### src/rtl/core/bhpq_pkg.sv
// ----------------------------------------------------------------------------
// bhpq_pkg
// Shared types, sizes and helpers for the binary heap priority queue.
// ----------------------------------------------------------------------------
`default_nettype none

package bhpq_pkg;

	localparam int CAPACITY = 64;
	localparam int IDX_W    = $clog2(CAPACITY);
	localparam int CNT_W    = $clog2(CAPACITY + 1);
	// child index 2*pos+2 needs two bits more than a slot index
	localparam int CH_W     = IDX_W + 2;
	localparam int ENTRY_W  = 64;
	localparam int OUT_RAW_W = ENTRY_W + CNT_W + 1;
	localparam int OUT_W    = 8 * ((OUT_RAW_W + 7) / 8);

	typedef struct packed {
		logic [15:0] tag;
		logic [15:0] prio;
		logic [31:0] time_key;
	} entry_t;

	typedef enum logic [1:0] {
		ST_OK    = 2'd0,
		ST_EMPTY = 2'd1,
		ST_FULL  = 2'd2
	} status_t;

	typedef enum logic {
		OP_INSERT = 1'b0,
		OP_POP    = 1'b1
	} op_t;

	typedef enum logic [2:0] {
		S_IDLE,
		S_INS_RD,
		S_INS_CMP,
		S_POP_LD,
		S_DN_RD,
		S_DN_CMP,
		S_FINISH
	} state_t;

	// controller -> datapath
	typedef struct packed {
		logic    load_ins;   // latch new entry, open hole at the tail
		logic    load_pop;   // shrink, read root and last entry
		logic    load_err;   // refused transaction, result is zeros
		status_t err_code;
		logic    rd_parent;
		logic    rd_child;
		logic    pop_ld;     // root to result, last entry to hold
		logic    wr_hold;    // place held entry in the hole
		logic    up_move;    // parent drops into the hole
		logic    dn_move;    // chosen child rises into the hole
		logic    out_load;
	} cmd_t;

	// datapath -> controller
	typedef struct packed {
		logic full;
		logic empty;
		logic pos_zero;
		logic up_move;
		logic dn_leaf;
		logic dn_move;
		logic out_busy;
	} stat_t;

	// true when a must sit below b: later time, or same time and lower priority
	function automatic logic sits_below(entry_t a, entry_t b);
		logic res;
		if (a.time_key != b.time_key) begin
			res = a.time_key > b.time_key;
		end else begin
			res = a.prio < b.prio;
		end
		return res;
	endfunction

endpackage

`default_nettype wire

### src/rtl/core/bhpq_ctrl.sv
// ----------------------------------------------------------------------------
// bhpq_ctrl
// Sequencer for insert/pop: sift up or sift down one level per read state and compare state.
// ----------------------------------------------------------------------------
`default_nettype none

module bhpq_ctrl (
	input  wire logic            clk,
	input  wire logic            arst_n,
	input  wire logic            in_valid,
	input  wire logic            in_op,
	output logic                 in_ready,
	input  bhpq_pkg::stat_t      stat,
	output bhpq_pkg::cmd_t       cmd
);

	bhpq_pkg::state_t state_q, state_nx;

	always_ff @(posedge clk or negedge arst_n) begin
		if (!arst_n) begin
			state_q <= bhpq_pkg::S_IDLE;
		end else begin
			state_q <= state_nx;
		end
	end

	always_comb begin
		state_nx = state_q;
		cmd      = '0;
		cmd.err_code = bhpq_pkg::ST_OK;
		in_ready = 1'b0;
		unique case (state_q)
			bhpq_pkg::S_IDLE: begin
				in_ready = 1'b1;
				if (in_valid) begin
					if (in_op == bhpq_pkg::OP_INSERT) begin
						if (stat.full) begin
							cmd.load_err = 1'b1;
							cmd.err_code = bhpq_pkg::ST_FULL;
							state_nx     = bhpq_pkg::S_FINISH;
						end else begin
							cmd.load_ins = 1'b1;
							state_nx     = bhpq_pkg::S_INS_RD;
						end
					end else begin
						if (stat.empty) begin
							cmd.load_err = 1'b1;
							cmd.err_code = bhpq_pkg::ST_EMPTY;
							state_nx     = bhpq_pkg::S_FINISH;
						end else begin
							cmd.load_pop = 1'b1;
							state_nx     = bhpq_pkg::S_POP_LD;
						end
					end
				end
			end
			bhpq_pkg::S_INS_RD: begin
				if (stat.pos_zero) begin
					cmd.wr_hold = 1'b1;
					state_nx    = bhpq_pkg::S_FINISH;
				end else begin
					cmd.rd_parent = 1'b1;
					state_nx      = bhpq_pkg::S_INS_CMP;
				end
			end
			bhpq_pkg::S_INS_CMP: begin
				if (stat.up_move) begin
					cmd.up_move = 1'b1;
					state_nx    = bhpq_pkg::S_INS_RD;
				end else begin
					cmd.wr_hold = 1'b1;
					state_nx    = bhpq_pkg::S_FINISH;
				end
			end
			bhpq_pkg::S_POP_LD: begin
				cmd.pop_ld = 1'b1;
				state_nx   = bhpq_pkg::S_DN_RD;
			end
			bhpq_pkg::S_DN_RD: begin
				if (stat.dn_leaf) begin
					cmd.wr_hold = 1'b1;
					state_nx    = bhpq_pkg::S_FINISH;
				end else begin
					cmd.rd_child = 1'b1;
					state_nx     = bhpq_pkg::S_DN_CMP;
				end
			end
			bhpq_pkg::S_DN_CMP: begin
				if (stat.dn_move) begin
					cmd.dn_move = 1'b1;
					state_nx    = bhpq_pkg::S_DN_RD;
				end else begin
					cmd.wr_hold = 1'b1;
					state_nx    = bhpq_pkg::S_FINISH;
				end
			end
			bhpq_pkg::S_FINISH: begin
				if (!stat.out_busy) begin
					cmd.out_load = 1'b1;
					state_nx     = bhpq_pkg::S_IDLE;
				end
			end
			default: state_nx = bhpq_pkg::S_IDLE;
		endcase
	end

endmodule

`default_nettype wire

### config.mk
export PLATFORM = sky130hd
export DESIGN_NAME = bhpq_ctrl
export DESIGN_NICKNAME = d
export VERILOG_FILES = /design/src/rtl/core/bhpq_pkg.sv /design/src/rtl/core/bhpq_ctrl.sv
export SDC_FILE = /design/constraint.sdc
export NUM_CORES = 1
export LEC_CHECK = 0
export ABC_AREA = 1
export BUFFER_PORTS_ARGS = -buffer_cell sky130_fd_sc_hd__clkbuf_2
export CORE_AREA = 2 2 39 41
export DETAILED_ROUTE_END_ITERATION = 12
export DIE_AREA = 0 0 41 43
export SYNTH_ARGS = -nofsm -noshare
export SYNTH_HDL_FRONTEND = slang
export SYNTH_SLANG_ARGS = --single-unit
### constraint.sdc
create_clock -name clk -period 1.8 [get_ports clk]
set_input_delay 0.36 -clock clk [delete_from_list [all_inputs] [get_ports clk]]
set_output_delay 0.36 -clock clk [all_outputs]
set_load 0.02 [all_outputs]
# --- Word level (Yosys, flattened, before mapping) ---
# Cells that the tools add are included.
word_totals:
  regBits: 3
  latch_bits: 0
  ram_bits: 0
  romBits: 0
  inputBits: 11
  output_inout_bits: 13
  mem_count: 0
classes:
  add_sub_neg: 0
  multipliers: 0
  div: 0
  magnitude_cmp: 0
  n_eq_ne: 8
  shift: 0
  muxes: 36
  bitwise_logic: 0
  n_reduce_logical: 2
op_table:
  columns: ["op", "count"]
  rows:
  - ["3-bit 2-to-1 mux", 10]
  - ["3-bit case mux with 7 select lines", 1]
  - ["1-bit 2-to-1 mux", 20]
  - ["5-bit 2-to-1 mux", 2]
  - ["3-bit == test, second input constant", 3]
  - ["3-bit by 2-bit == test with 1-bit output, second input constant", 2]
  - ["2-bit 2-to-1 mux", 2]
  - ["2-bit inequality test, second input constant", 2]
  - ["1-bit case mux with 4 select lines", 1]
  - ["3-bit by 1-bit == test with 1-bit output, second input constant", 1]
  - ["3-bit zero test", 1]
  - ["2-bit AND reduction", 1]

# --- Logic depth before layout (Yosys ltp) ---
# Gate-level depths: netlist (run 1).
logic_depth:
  depth_word: 4
  mapped_depth: 8
  mapped_depth_nobuf: 7

# --- Least setup slack after synthesis (run 1) ---
# No wires, ideal clock.
synth_timing:
  path_kind: "register to output"
  startpoint: "register state_q[1]"
  endpoint: "output cmd[9] in the netlist's numbering"
  arrival_ns: 1.246
  setup_slack_ns: 0.194
  stages_incl_launch_ff: 6
  n_path_buf: 0
  cell_sequence: "dfrtp_1 nor2_2 nand2_2 inv_2 nand2_2 a21oi_1"
synth_lines:
  columns: ["element", "line_no", "text"]
  rows:
  - ["from (decl)", "bhpq_ctrl.sv:17", "bhpq_pkg::state_t state_q, state_nx;"]
  - ["from (signal assigned)", "bhpq_ctrl.sv:21", "state_q <= bhpq_pkg::S_IDLE;"]
  - ["from (signal assigned)", "bhpq_ctrl.sv:23", "state_q <= state_nx;"]
  - ["to (decl)", "bhpq_ctrl.sv:14", "output bhpq_pkg::cmd_t cmd"]

==> results of run 1 <==
-- metal layers --
| metal | routed length [um] | GRT usage | up-vias |
|---|---|---|---|
| met5 | 0 | 0 | - |
| met4 | 21 | 0.08000 | 0 |
| met3 | 40 | 0 | 2 |
| met1 | 376 | 0.1205 | 195 |
| met2 | 469 | 0.2094 | 16 |
| li1 | - | - | 245 |
-- cell usage in the layout (no fill, tap or decap), types with 2 or more instances in the layout --
master    instances
clkbuf_2         18
nand2_1          13
nor2_1           12
inv_1             6
nand3_1           5
inv_2             4
nor3_1            3
clkbuf_4          3
buf_2             3
nand4_1           2
nor3_2            2
o21ai_1           2
buf_4             2
dfrtp_2           2
-- cell usage after synthesis --
cell and n:
o211ai_1 1, nand3_1 5, buf_2 1, dfrtp_1 3
nor2_2 1, nand4_1 2, nand2_2 2, o21ai_0 1
o21ai_1 2, nor3_2 2, nor2_1 12, inv_2 4
inv_1 6, a21oi_1 1, nand2_1 13, nor3_1 3
-- path summary, 6_finish.rpt --
path                       startpoint         end
max                        state_q[0]      cmd[9]
min                           stat[0]  state_q[2]
max reg2reg                state_q[0]  state_q[1]
min reg2reg                state_q[2]  state_q[2]
max in group asynchronous      arst_n  state_q[2]
min in group asynchronous      arst_n  state_q[0]
-- power breakdown --
| group | switching [mW] | internal [mW] | leakage [nW] |
|---|---|---|---|
| logic | 0.320 | 0.167 | 0.257 |
| clock network | 0.0374 | 0.0832 | 0.0150 |
| registers | 0.0687 | 0.106 | 0.0349 |
-- metrics by stage --
stage / utilization / cells / hold WS [ns] / total power, mW / setup slack, ns
2_1_floorplan: - / 59 / 0.06441 / 0.5122 / 0.1939
3_3_place_gp: 0.3327 / 97 / 0.1582 / 0.6372 / 0.2521
3_5_place_dp: 0.3327 / 97 / 0.1571 / 0.6343 / 0.2630
4_1_cts: 0.3590 / 102 / 0.4385 / 0.7620 / 0.003688
5_1_grt: 0.3716 / 102 / 0.4649 / 0.8570 / 0.01159
6_report: 0.3716 / 102 / 0.4327 / 0.7823 / 0.07990
-- cell families (layout without fill, tap and decap cells) --
family	count (synthesis)	in the layout	share of synthesized area
DFF	3	3	0.2273
AOI/OAI and AO/OA	5	5	0.08331
buffers and inverters	11	38	0.1288
and+or+nand+nor	40	40	0.5606
-- worst max-delay path: stages (launching register included) --
cell and delay [ns]:
dfrtp_2 0.46, nor2_4 0.15, nand2_2 0.09, inv_2 0.09
nand2_4 0.07, a21oi_1 0.10, buf_2 0.17
-- area by class of cell --
| cell class | instances | area (um^2) | area share |
|---|---|---|---|
| Clock buffer | 4 | 26.28 | 0.05109 |
| Tap cell | 16 | 20.02 | 0.03893 |
| Sequential cell | 3 | 77.57 | 0.1509 |
| Timing Repair Buffer | 24 | 130.1 | 0.2530 |
| Inverter | 10 | 37.54 | 0.07299 |
| Multi-Input combinational cell | 45 | 222.7 | 0.4331 |
-- timing repair --
item | 4_1_cts | 5_1_grt
resized for setup | 0 | 11
hold buffers | 1 | 0
endpoints found under the hold margin | 3 | 0
setup endpoints to repair | 0 | 6
==> run_results.csv, run 1 <==
group,metric,value,unit
run_status,status,"finished, final reports clean",
grt,grt_pass1_vias,396,
critical_path,worst_setup_path_end_kind,"output port",
clocking,h-tree-depth,1,
grt,overflow,0,
placement,dp_hpwl,750.9,um
clocking,cts.sinks,3,
clocking,cts.clk_slew.worst_paths,0.04,ns
detailed_routing,via_count,458,
sta,final.setup_skew,0.003182,ns
layout,largest_register_ffs,3,
clocking,cts_made_buffers,3,
critical_path,cp-start-kind,"flop",
layout,syn_to_final_growth,55.68,%
sta,hold_viol,0,
detailed_routing,routedWlPerCell,8.902,um
die,fp-row-count,14,
detailed_routing,firstDrtPassIters,2,
clocking,cts_tree,"built",
clocking,clk_path_buf_depth,2,
pwr,power_density,1521,mW/mm^2
yosys,ys_types,16,
layout,reg.largest.list,"state_q (3)",
detailed_routing,drtIter0Drc,2,
placement,gp_congestion,0.7632,
sta,drv_slew,0,
worst_hold_path,holdPathStages,3,
sta,finalCritPeriodShare,0.9556,
yosys,synth_top_area_cell,"dfrtp_1",
placement,place_area,460.4,um^2
die,start_util,0.2387,
die,die_w,41,um
layout,layout-drive-gt1-share,0.4302,
critical_path,crit_type,"reg2out",
clocking,cts-root-buf,"clkbuf_4",
grt,track_usage,0.1169,
worst_hold_path,hold_class,"in2reg",
sta,period_needed,1.720,ns
layout,final_area,514.2,um^2
clocking,post-cts-setup-buffers,0,
layout,n_fill_cell,148,
pwr,power_leakage,0.3067,nW
detailed_routing,drc,0,
critical_path,worst_r2r_path_depth,6,
sta,finalSetupViolCount,0,
yosys,synth_nets,70,
detailed_routing,viasPerCell,4.490,
grt,antenna_found_initial,0,
critical_path,worst_ep_required_time,1.44,ns
die,die_area,0.001763,mm^2
sta,tns,0,ns
layout,regMostFlops,"state_q",
sta,worstMarginPinSlew,0.2582,ns
sta,rsz0062_at_grt,"false",
grt,grt_pass1_wl,1421,um
critical_path,crit_path_max_fanout,7,
placement,numPortBuffers,23,
flow_run,maxCapViolCount,0,
yosys,synth_area_per_cell,5.599,um^2
critical_path,rrSetupSlack,0.64,ns
detailed_routing,routed_wl,908,um
yosys,synthTopCellsByArea,"dfrtp_1 (23%), nand2_1 (15%), nor2_1 (14%)",
die,design.core.area,0.001384,mm^2
yosys,yosys.area.top_type_share,0.2273,
pwr,ir_drop,0.7026,mV
yosys,synth_seq_cells,3,
grt,grt_max_degree,9,
clocking,clk_latency,0.24,ns
yosys,syn_inst,59,
die,dieHeight,43,um
yosys,yosysWarnings,0,
die,ios,24,
critical_path,cp.arrival,1.36,ns
detailed_routing,drtAntennaViolNets,0,
sta,fmax,581.4,MHz
layout,layout.nets,98,
sta,slew_headroom,0.8279,
layout,diodes,0,
yosys,syn_area,330.3,um^2
yosys,ys_seq_area_frac,0.2273,
Note: power is estimated with default switching activity, not from simulation.
==> run 2: changes to the inputs <==
==> constraint.sdc (replaced) <==
create_clock -name clk -period 2.2 [get_ports clk]
set_input_delay 0.44 -clock clk [delete_from_list [all_inputs] [get_ports clk]]
set_output_delay 0.44 -clock clk [all_outputs]
set_load 0.02 [all_outputs]
==> run_results.csv, run 2 (synthesized netlist as in run 1, its figures left out) <==
group,metric,value,unit
sta,finalCritPeriodShare,0.8458,
detailed_routing,viasPerCell,4.314,
flow_run,maxCapViolCount,0,
die,die_w,41,um
detailed_routing,firstDrtPassIters,2,
clocking,cts_tree,"built",
sta,holdWs,0.5364,ns
sta,drv_slew,0,
die,die_area,0.001763,mm^2
layout,layout_commonest_cell,"clkbuf_2",
layout,layout.area.seq,75.07,um^2
sta,finalSetupViolCount,0,
critical_path,cp-start-kind,"flop",
layout,utilization,0.3590,
layout,layout-drive-gt1-share,0.4070,
pwr,power_density,1233,mW/mm^2
critical_path,cp.arrival,1.42,ns
sta,worstMarginPinSlew,0.2360,ns
critical_path,crit_type,"reg2out",
sta,final.setup_skew,0.00009980,ns
placement,place_area,460.4,um^2
critical_path,crit_path_max_fanout,6,
clocking,clk_latency,0.23,ns
worst_hold_path,hold_class,"in2async",
layout,syn_to_final_growth,50.38,%
layout,layout.nets,98,
die,design.core.area,0.001384,mm^2
sta,tns,0,ns
detailed_routing,drtIter0Drc,4,
layout,multi_input_area,212.7,um^2
sta,rsz0062_at_grt,"false",
grt,grt_pass1_vias,387,
placement,dp_cells,97,
clocking,cts.sinks,3,
layout,layout_common_cells,"clkbuf_2 (23), nand2_1 (13), nor2_1 (12)",
grt,grt_pass1_wl,1400,um
layout,largest_register_ffs,3,
layout,diodes,0,
clocking,h-tree-depth,1,
die,dieHeight,43,um
die,start_util,0.2387,
layout,fin_cells,102,
run_status,status,"finished, final reports clean",
pwr,ir_drop,0.5353,mV
layout,regMostFlops,"state_q",
sta,period_needed,1.861,ns
layout,final_area,496.7,um^2
placement,numPortBuffers,23,
placement,gp_congestion,0.7634,
clocking,cts-root-buf,"clkbuf_4",
die,ios,24,
detailed_routing,via_count,440,
detailed_routing,drtAntennaViolNets,0,
detailed_routing,routed_wl,873,um
grt,grt_max_degree,9,
pwr,power_leakage,0.2977,nW
detailed_routing,drc,0,
sta,fmax,537.4,MHz
die,fp-row-count,14,
critical_path,worst_setup_path_end_kind,"output port",
placement,dp_hpwl,760.3,um
grt,track_usage,0.1099,
clocking,cts.clk_slew.worst_paths,0.03,ns
grt,antenna_found_initial,0,
layout,n_fill_cell,151,
sta,hold_viol,0,
clocking,cts_made_buffers,3,
clocking,post_cts_resized,0,
clocking,clk_path_buf_depth,2,
sta,slew_headroom,0.8427,
critical_path,worst_ep_required_time,1.76,ns
layout,reg.largest.list,"state_q (3)",
detailed_routing,routedWlPerCell,8.559,um
grt,overflow,0,
run 2: power by group:
group | switching (mW) | leakage, nW | total, mW | internal, mW
registers | 0.0492 | 0.0373 | 0.132 | 0.0831
clock network | 0.0247 | 0.0150 | 0.0924 | 0.0677
logic | 0.259 | 0.245 | 0.388 | 0.129
total | 0.332 | 0.298 | 0.613 | 0.280
run 2: per-layer routing:
layer,up-vias,part of all wire,track usage
met5,-,0,0
met4,0,0,0.04000
met3,0,0.064,0
met2,14,0.51,0.1906
met1,183,0.42,0.1368
li1,243,-,-
run 2: final cells by class:
type / instances / area share
clock buffers: 4 / 0.05290
inverters: 10 / 0.07557
multi-input cells: 45 / 0.4282
flip-flops and latches: 3 / 0.1511
well taps: 16 / 0.04030
repair buffers: 24 / 0.2519
run 2: stage by stage:
stage,total power [mW],setup slack (ns)
after floorplan,0.4190,0.5139
after global placement,0.5214,0.5705
after detailed placement,0.5223,0.5797
after CTS,0.6198,0.3301
after global routing,0.6747,0.2515
final,0.6125,0.3392
run 2: worst max-delay path, cell delays in order, from the launching register on:
cell	delay, ns
dfrtp_1	0.44
nor2_2	0.19
nand2_2	0.10
inv_2	0.08
nand2_2	0.09
a21oi_1	0.12
clkbuf_2	0.18
run 2: final timing paths:
check,slack [ns],cells past startpoint,end,startpoint
min in group clk,0.54,3,state_q[0],in_valid
max in group asynchronous,1.55,2,state_q[1],arst_n
worst min-delay path,0.54,2,state_q[0],arst_n
worst max-delay path,0.34,6,cmd[9],state_q[1]
worst max register to register,1.00,6,state_q[1],state_q[1]
worst min register to register,0.71,2,state_q[2],state_q[1]
run 2: timing repair:
item,CTS,global route
hold endpoints to repair,3,0
hold buffers,1,0
setup buffers,0,0
==> run 3: changes to the inputs <==
==> constraint.sdc (replaced) <==
create_clock -name clk -period 1.75 [get_ports clk]
set_input_delay 0.35 -clock clk [delete_from_list [all_inputs] [get_ports clk]]
set_output_delay 0.35 -clock clk [all_outputs]
set_load 0.02 [all_outputs]
==> run_results.csv, run 3 (synthesized netlist as in run 1, its figures left out) <==
group,metric,value,unit
sta,final.setup_skew,0.004101,ns
detailed_routing,via_count,464,
flow_run,maxCapViolCount,0,
pwr,p_total,0.8649,mW
sta,fmax,590.1,MHz
layout,final_area,539.3,um^2
layout,layout_common_cells,"clkbuf_2 (19), nand2_1 (13), nor2_1 (11)",
run_status,status,"finished, final reports clean",
layout,largest_register_ffs,3,
critical_path,r2r-end,"state_q[1]",
critical_path,crit_type,"reg2out",
sta,holdWs,0.4236,ns
sta,finalSetupViolCount,0,
clocking,cts.sinks,3,
die,fp-row-count,14,
sta,period_needed,1.695,ns
sta,rsz0062_at_grt,"true",
grt,grt_max_degree,9,
grt,track_usage,0.1169,
die,die_w,41,um
layout,n_fill_cell,149,
clocking,h-tree-depth,1,
placement,dp_cells,97,
critical_path,worst_setup_path_end_kind,"output port",
layout,layout-drive-gt1-share,0.4886,
sta,hold_viol,0,
layout,layout_commonest_cell,"clkbuf_2",
layout,regMostFlops,"state_q",
grt,overflow,0,
sta,finalCritPeriodShare,0.9684,
sta,drv_slew,0,
detailed_routing,drtIter0Drc,9,
grt,antenna_found_initial,0,
critical_path,worstReg2RegStart,"state_q[1]",
die,ios,24,
worst_hold_path,holdPathStages,3,
critical_path,cp-start-kind,"flop",
clocking,cts_tree,"built",
critical_path,slowest_stage,"dfrtp_2",
critical_path,worst_r2r_path_depth,8,
detailed_routing,drc,0,
critical_path,worst_ep_required_time,1.40,ns
worst_hold_path,hold_class,"in2reg",
sta,slew_headroom,0.8466,
critical_path,crit_path_max_fanout,6,
layout,layout.nets,100,
grt,grt_pass1_vias,392,
critical_path,crit_chain,"nor2_4 -> nand2_2 -> inv_2 -> nand2_4 -> nor3_2 -> buf_2",
clocking,clk_path_buf_depth,2,
worst_hold_path,hold_path_startpoint,"stat[0]",
detailed_routing,routedWlPerCell,9.173,um
worst_hold_path,whs_endpoint,"state_q[2]",
sta,tns,0,ns
placement,gp_congestion,0.7632,
pwr,power_leakage,0.3146,nW
layout,diodes,0,
placement,dp_hpwl,750.9,um
layout,multi_input_area,234.0,um^2
critical_path,cp.arrival,1.34,ns
layout,syn_to_final_growth,63.26,%
pwr,power_density,1604,mW/mm^2
placement,place_area,460.4,um^2
layout,reg.largest.list,"state_q (3)",
die,design.core.area,0.001384,mm^2
placement,numPortBuffers,23,
die,dieHeight,43,um
critical_path,rrSetupSlack,0.55,ns
clocking,clk_latency,0.24,ns
critical_path,max_stage_delay,0.45,ns
detailed_routing,routed_wl,954,um
die,start_util,0.2387,
clocking,cts_made_buffers,3,
clocking,cts-root-buf,"clkbuf_4",
clocking,cts.clk_slew.worst_paths,0.04,ns
detailed_routing,firstDrtPassIters,3,
detailed_routing,drtAntennaViolNets,0,
detailed_routing,viasPerCell,4.462,
grt,grt_pass1_wl,1421,um
layout,fin_cells,104,
layout,layout.area.seq,78.83,um^2
pwr,ir_drop,0.7258,mV
sta,worstMarginPinSlew,0.2283,ns
die,die_area,0.001763,mm^2
## run 3: how the worst max path moves through the flow
stage	start	to	slack [ns]	cells after the start
global route	state_q[2]	cmd[3]	-0.02	6
CTS	state_q[0]	cmd[9]	0.003	6
detailed placement	state_q[1]	cmd[9]	0.22	6
floorplan	state_q[1]	cmd[9]	0.15	5
global placement	state_q[1]	cmd[9]	0.21	6
finish	state_q[1]	cmd[11]	0.06	6
## run 3: where the power goes
| part | internal, mW | switching [mW] |
|---|---|---|
| logic | 0.210 | 0.348 |
| clock network | 0.0857 | 0.0398 |
| registers | 0.111 | 0.0701 |
## run 3: what timing repair did
item                                    in CTS  in global routing
gates cloned                                 0                  0
pin swaps                                    1                  3
endpoints found under the hold margin        3                  0
setup buffers                                0                  2
resized for setup                            2                 11
hold buffers                                 1                  0
endpoints found under the setup margin       4                  6
## run 3: worst max-delay path: cells and delay by family, from the launching register on
family / cells / cell delay (ns)
flops: 1 / 0.45
simple gates: 4 / 0.40
buf+inv: 2 / 0.27
## run 3: final cells by class
cell class | instances | share of cell area
Inverter | 10 | 0.06961
Timing Repair Buffer | 26 | 0.2645
Tap cell | 16 | 0.03712
Sequential cell | 3 | 0.1462
Clock buffer | 4 | 0.04872
Multi-Input combinational cell | 45 | 0.4339
## run 3: metal layers
layer,global-route usage,vias to the layer above,wire length (um)
met4,0.08000,0,21
met2,0.2094,16,506
met3,0,2,50
li1,-,248,-
met1,0.1205,198,377
met5,0,-,0
## run 3: per-stage QoR
stage / setup WS (ns) / util
after detailed placement: 0.2230 / 0.3327
after floorplan: 0.1539 / -
after global routing: -0.01825 / 0.3897
after CTS: 0.002611 / 0.3635
final: 0.05534 / 0.3897
after global placement: 0.2121 / 0.3327
